### src/sv/gfi_pkg.sv
// Shared types, constants and face tables of the grid face incidence block.
package gfi_pkg;

   localparam int MAX_DIM   = 256;
   localparam int DIM_RESET = 16;
   localparam int FID_W     = 26;
   localparam int NID_W     = 25;
   localparam int DIMIN_W   = 9;
   localparam int IDX_W     = 2;
   localparam int NODE_W    = 24;
   localparam int EDGE_W    = 26;
   localparam int QDEPTH    = 2;

   // ceil(2^28 / 3): floor(x * RECIP3 / 2^28) equals x / 3 for every 26-bit x.
   localparam logic [26:0] RECIP3 = 27'd89478486;
   localparam int RECIP_SHIFT = 28;

   typedef enum logic [IDX_W-1:0] {
      REG_DIM_X = 2'd0,
      REG_DIM_Y = 2'd1,
      REG_DIM_Z = 2'd2
   } reg_index_type;

   // Corner offsets per face type and position, bits are {x, y, z}.
   localparam logic [2:0] NODE_OFF [0:2][0:3] = '{
      '{3'b000, 3'b010, 3'b011, 3'b001},
      '{3'b000, 3'b001, 3'b101, 3'b100},
      '{3'b000, 3'b100, 3'b110, 3'b010}};

   // Edge base node offsets per face type and position, bits are {x, y, z}.
   localparam logic [2:0] EDGE_OFF [0:2][0:3] = '{
      '{3'b000, 3'b010, 3'b001, 3'b000},
      '{3'b000, 3'b001, 3'b100, 3'b000},
      '{3'b000, 3'b100, 3'b010, 3'b000}};

   localparam logic [1:0] EDGE_KIND [0:2][0:3] = '{
      '{2'd1, 2'd2, 2'd1, 2'd2},
      '{2'd2, 2'd0, 2'd2, 2'd0},
      '{2'd0, 2'd1, 2'd0, 2'd1}};

   typedef struct packed {
      logic [FID_W-1:0] face_id;
      logic [1:0]       face_type;
      logic             corners_only;
   } qe_type;

   typedef struct packed {
      logic              valid_res;
      logic [1:0]        face_type;
      logic [NODE_W-1:0] node_a;
      logic [NODE_W-1:0] node_b;
      logic [NODE_W-1:0] node_c;
      logic [NODE_W-1:0] node_d;
      logic [EDGE_W-1:0] edge_a;
      logic [EDGE_W-1:0] edge_b;
      logic [EDGE_W-1:0] edge_c;
      logic [EDGE_W-1:0] edge_d;
      logic [NODE_W-1:0] cell_front;
      logic [NODE_W-1:0] cell_back;
   } rs_type;

endpackage

### src/sv/gfi_req_if.sv
// Request channel interface carrying face queries.
interface gfi_req_if;
   logic                      valid;
   logic                      ready;
   logic [gfi_pkg::FID_W-1:0] face_id;
   logic                      corners_only;

   modport source (output valid, output face_id, output corners_only, input ready);
   modport sink (input valid, input face_id, input corners_only, output ready);
endinterface

### src/sv/gfi_front.sv
// Front end: accepts face queries and classifies the face type.
module gfi_front (
   gfi_req_if.sink          req,
   output logic             push_valid,
   input  logic             push_ready,
   output gfi_pkg::qe_type  push_data
);

   logic [27:0] fid_ext;
   logic [6:0]  hex_sum;
   logic [3:0]  quad_sum;
   logic [2:0]  fold;
   logic [1:0]  ftype;

   // Base 16 and base 4 both leave remainder one modulo three, so digit sums keep it.
   always_comb begin
      fid_ext = {2'b00, req.face_id};
      hex_sum = '0;
      for (int d = 0; d < 7; d++) begin
         hex_sum = hex_sum + {3'b000, fid_ext[d*4 +: 4]};
      end
      quad_sum = {2'b00, hex_sum[1:0]} + {2'b00, hex_sum[3:2]} + {2'b00, hex_sum[5:4]}
                 + {3'b000, hex_sum[6]};
      fold = {1'b0, quad_sum[1:0]} + {1'b0, quad_sum[3:2]};
      if (fold >= 3'd3) begin
         ftype = 2'(fold - 3'd3);
      end else begin
         ftype = fold[1:0];
      end
   end

   assign push_valid             = req.valid;
   assign req.ready              = push_ready;
   assign push_data.face_id      = req.face_id;
   assign push_data.face_type    = ftype;
   assign push_data.corners_only = req.corners_only;

endmodule

### src/flat_wrapper.sv
// flat-port wrapper written by rule: the top's interface ports become plain ports
module gfi_front_flat 
  (push_valid, push_ready, push_data, req_valid, req_face_id, req_corners_only, req_ready);
  gfi_req_if req_i ();
  output logic push_valid;
  input  logic push_ready;
  output gfi_pkg::qe_type push_data;
  input wire logic [$bits(req_i.valid)-1:0] req_valid;
  input wire logic [$bits(req_i.face_id)-1:0] req_face_id;
  input wire logic [$bits(req_i.corners_only)-1:0] req_corners_only;
  output wire logic [$bits(req_i.ready)-1:0] req_ready;
  assign req_i.valid = req_valid;
  assign req_i.face_id = req_face_id;
  assign req_i.corners_only = req_corners_only;
  assign req_ready = req_i.ready;
  gfi_front u_core (.req(req_i), .push_valid(push_valid), .push_ready(push_ready), .push_data(push_data));
endmodule
### config.mk
export PLATFORM = sky130hd
export DESIGN_NAME = gfi_front_flat
export DESIGN_NICKNAME = d
export VERILOG_FILES = /design/src/sv/gfi_pkg.sv /design/src/sv/gfi_req_if.sv /design/src/sv/gfi_front.sv /design/src/flat_wrapper.sv
export SDC_FILE = /design/constraint.sdc
export NUM_CORES = 1
export LEC_CHECK = 0
export BUFFER_PORTS_ARGS = -buffer_cell sky130_fd_sc_hd__buf_2
export CAP_MARGIN = 20
export CORE_MARGIN = 2
export CORE_UTILIZATION = 40
export DETAILED_ROUTE_END_ITERATION = 16
export GPL_TIMING_DRIVEN = 0
export PLACE_DENSITY = 0.76
export SLEW_MARGIN = 5
export SYNTH_ARGS = -nofsm -noshare
export SYNTH_HDL_FRONTEND = slang
export SYNTH_SLANG_ARGS = --single-unit
### constraint.sdc
create_clock -name vclk -period 11.25
set_clock_uncertainty 0.2 [all_clocks]
set_input_delay 2.25 -clock vclk [all_inputs]
set_output_delay 2.25 -clock vclk [all_outputs]
set_load 0.05 [all_outputs]
==> flow_summary.yaml <==
job:
  max_cap_violations: 0
run_status:
  status: "completed"
place:
  dp_cells: 213
  place_hpwl_um: 1710
  gp_congestion: 0.691
  placed_area_um2: 1450
  io_buffer_count: 57
setup_path:
  crit_type: "input pin to output port"
  worstPathCellList: "buf_2 -> ha_1 -> fa_1 -> fa_1 -> fa_1 -> inv_1 -> fa_1 -> inv_1 -> ha_1 -> a21o_1 -> a21oi_1 -> xnor2_1 -> fa_1 -> inv_1 -> fa_1 -> xnor2_1 -> ha_1 -> fa_1 -> ha_1 -> or3_1 -> a21oi_1 -> buf_2"
  crit_path_max_incr_delay_ps: 560
  path_buf_inv: 5
  path_max_fanout: 2
  slowest_stage: "fa_1"
  worstSetupStartpointType: "input pin"
  cp_common_cell: "fa_1"
  critPathArrivalTime_ps: 8280
  cp_top_family: "adder cells"
  crit_required_ps: 8800
  crit_path_end_kind: "output port"
global_routing:
  grt_pass1_wl_um: 2900
  grt_pass1_vias: 785
  overflow: 0
  grtUsageTotal_pct: 10.4
  antenna_found_initial: 0
  grt_max_degree: 6
detailed_routing:
  ant_nets: 0
  dr.pass1.iters: 4
  first_iter_violations: 8
  wl_per_cell_um: 8.01
  wl_um: 1710
  via_per_inst: 4.29
  drcViolationCount: 0
  vias: 914
clock_network:
  cts_resized: 0
  post_cts_buffers: 0
  hold_buffers: 0
layout:
  diodes: 0
  syn2layout_area_growth_pct: 28.8
  layout.nets: 248
  seq_cells: 0
  clock_buffers: 0
  final_area_um2: 1450
  ff_latch_area_um2: 0
  drive_gt1_share_pct: 48.4
  layout.cells.non_filler: 213
floorplan:
  placementRows: 19
  die_area_um2: 3260
  start_util_pct: 41.6
  core_area_um2: 2710
  die_w_um: 57.1
  die_h_um: 57.1
  io_pins: 60
timing:
  worstMarginPinSlew_ps: 249
  period_needed_ps: 10730
  hold_ws_ps: 4600
  min_period_over_period_pct: 95.4
  slew_viol_final: 0
  fin_setup_tns_ps: 0
  setup_viol: 0
  rsz0062_at_grt: "false"
  hold_violations: 0
  slew_headroom_pct: 83.2
  fmax_mhz: 93.2
hold_path:
  hold-path-cell-count: 2
  min_path_type: "input pin to output port"
  min_from: "push_ready"
  min_to: "req_ready"
logic_synthesis:
  synth_area_leaders: "fa_1, buf_4, ha_1"
  syn_nets: 189
  netlist_area_um2: 1130
  synth_cell_types: 18
  synth_top_area_share_pct: 33.8
  synthCells: 125
  ys_seq_area_share_pct: 0
  avgSynthCellArea_um2: 9.01
  ys.warnings.count: 0
  yosysTopAreaCell: "fa_1"
==> per-stage QoR <==
step	worst slack [ps]	util, %
4_1_cts	478	53.5
6_report	523	53.5
3_5_place_dp	512	53.5
2_1_floorplan	459	-
3_3_place_gp	574	53.5
5_1_grt	184	53.5
==> layer usage <==
layer,global-route usage (%),part of all wire (%),up-vias
met5,0,0,-
met4,0,0,0
met3,0.227,8.9,0
met2,18.4,48,42
met1,15.2,43,401
li1,-,-,471
==> logic make-up after synthesis <==
| logic type | Yosys count | synth area share [%] |
|---|---|---|
| buffers and inverters | 58 | 29.0 |
| adder cells (fa/ha/maj) | 35 | 51.6 |
| AO/OA/AOI/OAI | 18 | 10.8 |
| XOR/XNOR | 7 | 5.44 |
| AND/OR/NAND/NOR | 7 | 3.22 |
==> cell usage in the layout, fill, tap and decap left out, drive strengths merged <==
cell type / netlist / final
a21oi: 5 / 5
o21ai: 4 / 4
nand2: 1 / 1
a211oi: 1 / 1
o21bai: 2 / 2
fa: 19 / 19
xnor2: 5 / 5
xor2: 2 / 2
o21a: 2 / 2
buf: 29 / 86
or3: 1 / 1
a21o: 4 / 4
nor2b: 2 / 2
inv: 29 / 29
ha: 16 / 16
nor3: 2 / 2
nor2: 1 / 1
==> worst max-delay path by stage <==
stage                     cells after the start      startpoint  slack, ps      endpoint
after global placement                       22  req_face_id[0]        570  push_data[1]
after detailed placement                     22  req_face_id[0]        510  push_data[1]
after global routing                         22  req_face_id[0]        180  push_data[1]
final                                        22  req_face_id[0]        520  push_data[1]
after floorplan                              20  req_face_id[0]        460  push_data[1]
after CTS                                    22  req_face_id[0]        480  push_data[1]
==> cell type report <==
cell class	count	area, µm²
multi-input cells	67	800
inverters	29	109
plain buffers	29	218
well taps	31	38.8
fillers	264	1260
repair buffers	57	285
==> Yosys cell counts <==
cell / number
xnor2_1: 5
o21a_1: 2
or3_1: 1
o21ai_0: 4
o21bai_1: 2
a211oi_2: 1
a21o_1: 4
inv_1: 29
nor2_1: 1
nor2b_1: 2
ha_1: 16
buf_4: 29
xor2_1: 2
a21oi_2: 1
nor3_1: 2
a21oi_1: 4
fa_1: 19
nand2_1: 1
Power is not shown: default switching activity piles up to over one toggle a cycle in this logic, so the estimate is an artifact.
