<file path="src/sv/gfi_pkg.sv">
// Shared types, constants and face tables of the grid face incidence block.
package gfi_pkg;

   localparam int MAX_DIM   = 256;
   localparam int DIM_RESET = 16;
   localparam int FID_W     = 26;
   localparam int NID_W     = 25;
   localparam int DIMIN_W   = 9;
   localparam int IDX_W     = 2;
   localparam int NODE_W    = 24;
   localparam int EDGE_W    = 26;
   localparam int QDEPTH    = 2;

   // ceil(2^28 / 3): floor(x * RECIP3 / 2^28) equals x / 3 for every 26-bit x.
   localparam logic [26:0] RECIP3 = 27'd89478486;
   localparam int RECIP_SHIFT = 28;

   typedef enum logic [IDX_W-1:0] {
      REG_DIM_X = 2'd0,
      REG_DIM_Y = 2'd1,
      REG_DIM_Z = 2'd2
   } reg_index_type;

   // Corner offsets per face type and position, bits are {x, y, z}.
   localparam logic [2:0] NODE_OFF [0:2][0:3] = '{
      '{3'b000, 3'b010, 3'b011, 3'b001},
      '{3'b000, 3'b001, 3'b101, 3'b100},
      '{3'b000, 3'b100, 3'b110, 3'b010}};

   // Edge base node offsets per face type and position, bits are {x, y, z}.
   localparam logic [2:0] EDGE_OFF [0:2][0:3] = '{
      '{3'b000, 3'b010, 3'b001, 3'b000},
      '{3'b000, 3'b001, 3'b100, 3'b000},
      '{3'b000, 3'b100, 3'b010, 3'b000}};

   localparam logic [1:0] EDGE_KIND [0:2][0:3] = '{
      '{2'd1, 2'd2, 2'd1, 2'd2},
      '{2'd2, 2'd0, 2'd2, 2'd0},
      '{2'd0, 2'd1, 2'd0, 2'd1}};

   typedef struct packed {
      logic [FID_W-1:0] face_id;
      logic [1:0]       face_type;
      logic             corners_only;
   } qe_type;

   typedef struct packed {
      logic              valid_res;
      logic [1:0]        face_type;
      logic [NODE_W-1:0] node_a;
      logic [NODE_W-1:0] node_b;
      logic [NODE_W-1:0] node_c;
      logic [NODE_W-1:0] node_d;
      logic [EDGE_W-1:0] edge_a;
      logic [EDGE_W-1:0] edge_b;
      logic [EDGE_W-1:0] edge_c;
      logic [EDGE_W-1:0] edge_d;
      logic [NODE_W-1:0] cell_front;
      logic [NODE_W-1:0] cell_back;
   } rs_type;

endpackage

</file>
<file path="src/sv/gfi_queue.sv">
// Short queue between the front end and the compute pipeline.
module gfi_queue (
   input  logic            clock,
   input  logic            reset,
   input  logic            push_valid,
   output logic            push_ready,
   input  gfi_pkg::qe_type push_data,
   output logic            pop_valid,
   input  logic            pop_ready,
   output gfi_pkg::qe_type pop_data
);

   localparam int AW = (gfi_pkg::QDEPTH > 1) ? $clog2(gfi_pkg::QDEPTH) : 1;

   gfi_pkg::qe_type mem_ff [gfi_pkg::QDEPTH];
   logic [AW-1:0]   wr_ptr_ff, wr_ptr_in;
   logic [AW-1:0]   rd_ptr_ff, rd_ptr_in;
   logic [AW:0]     count_ff, count_in;
   logic            do_push, do_pop;

   assign push_ready = (count_ff != (AW+1)'(gfi_pkg::QDEPTH));
   assign pop_valid  = (count_ff != '0);
   assign pop_data   = mem_ff[rd_ptr_ff];
   assign do_push    = push_valid && push_ready;
   assign do_pop     = pop_valid && pop_ready;

   always_comb begin
      wr_ptr_in = wr_ptr_ff;
      rd_ptr_in = rd_ptr_ff;
      count_in  = count_ff;
      if (do_push) begin
         wr_ptr_in = (wr_ptr_ff == AW'(gfi_pkg::QDEPTH - 1)) ? '0 : wr_ptr_ff + 1'b1;
      end
      if (do_pop) begin
         rd_ptr_in = (rd_ptr_ff == AW'(gfi_pkg::QDEPTH - 1)) ? '0 : rd_ptr_ff + 1'b1;
      end
      if (do_push && !do_pop) begin
         count_in = count_ff + 1'b1;
      end else if (do_pop && !do_push) begin
         count_in = count_ff - 1'b1;
      end
   end

   always_ff @(posedge clock) begin
      if (reset) begin
         wr_ptr_ff <= '0;
         rd_ptr_ff <= '0;
         count_ff  <= '0;
      end else begin
         wr_ptr_ff <= wr_ptr_in;
         rd_ptr_ff <= rd_ptr_in;
         count_ff  <= count_in;
      end
   end

   always_ff @(posedge clock) begin
      if (do_push) begin
         mem_ff[wr_ptr_ff] <= push_data;
      end
   end

endmodule

</file>
<file path="config.mk">
export PLATFORM = sky130hd
export DESIGN_NAME = gfi_queue
export DESIGN_NICKNAME = d
export VERILOG_FILES = /design/src/sv/gfi_pkg.sv /design/src/sv/gfi_queue.sv
export SDC_FILE = /design/constraint.sdc
export NUM_CORES = 1
export LEC_CHECK = 0
export BUFFER_PORTS_ARGS = -buffer_cell sky130_fd_sc_hd__clkbuf_2
export CAP_MARGIN = 15
export CORE_MARGIN = 2
export CORE_UTILIZATION = 30
export CTS_BUF_LIST = sky130_fd_sc_hd__clkbuf_8
export CTS_CLUSTER_SIZE = 30
export DETAILED_ROUTE_END_ITERATION = 8
export GPL_TIMING_DRIVEN = 1
export SLEW_MARGIN = 20
export SYNTH_ARGS = -nofsm -noshare
export SYNTH_HDL_FRONTEND = slang
export SYNTH_SLANG_ARGS = --single-unit
export TNS_END_PERCENT = 30
</file>
<file path="constraint.sdc">
create_clock -name clock -period 2.15 [get_ports clock]
set_clock_uncertainty 0.1 [all_clocks]
set_input_delay 0.43 -clock clock [delete_from_list [all_inputs] [get_ports clock]]
set_output_delay 0.43 -clock clock [all_outputs]
set_load 0.01 [all_outputs]
</file>
==> flow_metrics.tcl <==
set metrics [dict create \
    status "finished clean" \
    placedInstanceArea_sq_mm 0.00280 \
    slowest_stage "dfxtp_1" \
    synth_nets 148 \
    reg2reg_to "count_ff[1]" \
    postLayoutCoreUtil_pct 39.3 \
    ys_seq_area_share_pct 79.7 \
    grt_pass1_vias 1267 \
    numCtsBuffers 9 \
    nFillCells 713 \
    crit_path_cell_trace "buf_4 -> mux2_2 -> clkbuf_2" \
    post-route-period-util_pct 90.7 \
    route.vias.total 1251 \
    antenna_cells 0 \
    cts-root-buf "clkbuf_8" \
    reg2reg_slack_ns 0.43 \
    grt_remaining_overflow 0 \
    netlist.top_cell.by_area "edfxtp_1" \
    max_cap_viol_count 0 \
    p_leak_nw 1.14 \
    drtPass1Iterations 2 \
    finalSetupTns_ns 0 \
    ios 64 \
    hp-start "push_data[8]" \
    drive_gt1_share_pct 59.0 \
    final_area_sq_mm 0.00299 \
    hp-class "primary input to register" \
    start_util_pct 30.4 \
    clk_latency_ns 0.33 \
    ctsHoldBuffers 0 \
    avgSynthCellArea_sq_um 20.3 \
    critPathKind "register to output pin" \
    cts_resized 0 \
    grt_use_met3_pct 4.44 \
    synthCells 114 \
    holdPathEnd "mem_ff[0][8]" \
    cts_htree_levels 3 \
    post-route-drc-count 0 \
    synth_cell_types 18 \
    grt_max_degree 30 \
    synthTopCellsByCount "58 x edfxtp_1, 29 x mux2_2, 5 x dfxtp_1, 3 x nor2_1, 3 x xor2_1" \
    max_slew.worst_pin.slew_ns 0.291 \
    synth.most_common_cell "edfxtp_1" \
    ys_warn_count 0 \
    synthArstFlopShare_pct 0 \
    p_per_area_mw_per_mm2 1150 \
    timing.fmax_ghz 0.513 \
    worstPathMaxFanout 13 \
    die_y_um 91.8 \
    cts_buffer_depth 2 \
    synth_flop_cell "edfxtp_1" \
    grt_pass1_wl_um 5890 \
    r2r_start "count_ff[0]" \
    core-area_sq_mm 0.00761 \
    globalRouteMet1Util_pct 10.9 \
    grt_use_met2_pct 14.6 \
    drt-initial-drc-count 37 \
    portBuffers 63 \
    ant_nets 0 \
    routedWlPerCell_um 12.6 \
    row_count 32 \
    cts_num_sinks 63 \
    cp.arrival_ns 1.42 \
    hpwl_um 2510 \
    synth_edf_count 58 \
    cpPeakStageDelay_ns 0.37 \
    startpoint_type "register" \
    ys_seq_elements 63 \
    crit_required_ns 1.62 \
    setup_violations 0 \
    dieArea_sq_mm 0.00842 \
    whs_path_depth 1 \
    antenna_found_initial 0 \
    period_minus_slack_ns 1.95 \
    drv_slew 0 \
    grt_most_used_layer "met2" \
    grtUsageTotal_pct 9.26 \
    syn_area_sq_mm 0.00231 \
    cts_tree "yes" \
    clkTransAtPathRegs_ns 0.08 \
    maxSlewHeadroom_pct 80.4 \
    wl_um 3730 \
    rsz0062_at_grt "no" \
    peakVddDrop_uv 524 \
    finalHoldViolCount 0 \
    cp-end-kind "output pin" \
    place.gp.congestion 0.664 \
    synth_top_area_share_pct 75.4 \
    viasPerCell 4.21 \
    die_w_um 91.8 \
    netlist_top_cells_area "edfxtp_1 75%, mux2_2 14%, dfxtp_1 4.3%" \
    cts_setup_buffers 0 \
    final_net_count 224 \
    r2r_cells 5 \
    syn_to_final_growth_pct 29.5 \
]
[stage by stage]
step           cells  total power, mW  worst slack (ns)  hold slack [ns]
2_1_floorplan    114             2.16             0.257            0.371
3_3_place_gp     281             2.50             0.491            0.394
3_5_place_dp     281             2.51             0.447            0.399
4_1_cts          297             3.51             0.145            0.163
5_1_grt          297             3.62             0.108            0.167
6_report         297             3.44             0.201            0.184
[cell type report]
class,instances,area (sq um),area share [%]
sequential,63,1840,61.5
multi-input combinational,47,445,14.9
timing repair buffer,68,378,12.6
tap,102,128,4.26
clock buffer,9,124,4.14
clock inverter,7,72.6,2.42
inverter,1,3.75,0.125
[kinds of logic (layout without fill, tap and decap cells)]
family                     Yosys count  in the layout  share of synthesized area (%)
DFF                                 63             63                           79.7
muxes                               29             29                           14.1
and+or+nand+nor                      9              9                           2.17
AOI/OAI and AO/OA                    5              5                           1.30
buffers and inverters                4             85                           1.03
xor gates and xnor gates             3              3                           1.14
adders and majority gates            1              1                          0.541
[flip-flops by register name (all words and copies together), names as in the netlist, named ones only]
name and cells:
rd_ptr_ff 1, count_ff 2, wr_ptr_ff 1, mem_ff 58
[report_power, final]
part           switching (mW)  total (mW)  internal, mW
clock                   0.449       0.985         0.536
sequential             0.0512        1.59          1.53
combinational           0.441       0.873         0.432
total                   0.942        3.44          2.50
[layout by cell type (no fill, tap or decap)]
master / instances
clkinv_4: 1
dfxtp_1: 5
a21bo_2: 1
nand3b_1: 1
mux2_2: 29
inv_6: 1
and2_1: 1
nor2_1: 3
clkinvlp_4: 2
bufinv_16: 1
or3_1: 1
clkbuf_8: 9
clkbuf_2: 63
o21ai_0: 2
xor2_1: 3
inv_1: 1
and3_1: 1
edfxtp_1: 58
clkinv_2: 2
nand2b_1: 1
a21oi_1: 2
ha_1: 1
buf_4: 3
or2_2: 1
buf_12: 2
[metal layers]
metal | share of wire (%) | wire (um) | vias to the layer above
met1 | 42 | 1580 | 609
met4 | 1.3 | 49 | 0
met2 | 48 | 1800 | 43
met5 | 0 | 0 | -
li1 | - | - | 593
met3 | 7.9 | 294 | 6
[worst max-delay path, delay by kind of cell (launching register included)]
kind                   cells  cell delay [ns]
buffers and inverters      2             0.36
flip-flops                 1             0.37
multiplexers               1             0.36
[how the worst max path moves through the flow]
stage,slack [ns],cells after the start,endpoint
finish,0.20,3,pop_data[6]
global route,0.11,3,pop_data[7]
CTS,0.15,3,pop_data[6]
detailed placement,0.45,5,count_ff[1]
global placement,0.49,5,count_ff[1]
floorplan,0.26,2,mem_ff[1][0]
Power figures use the tool's default switching activity.
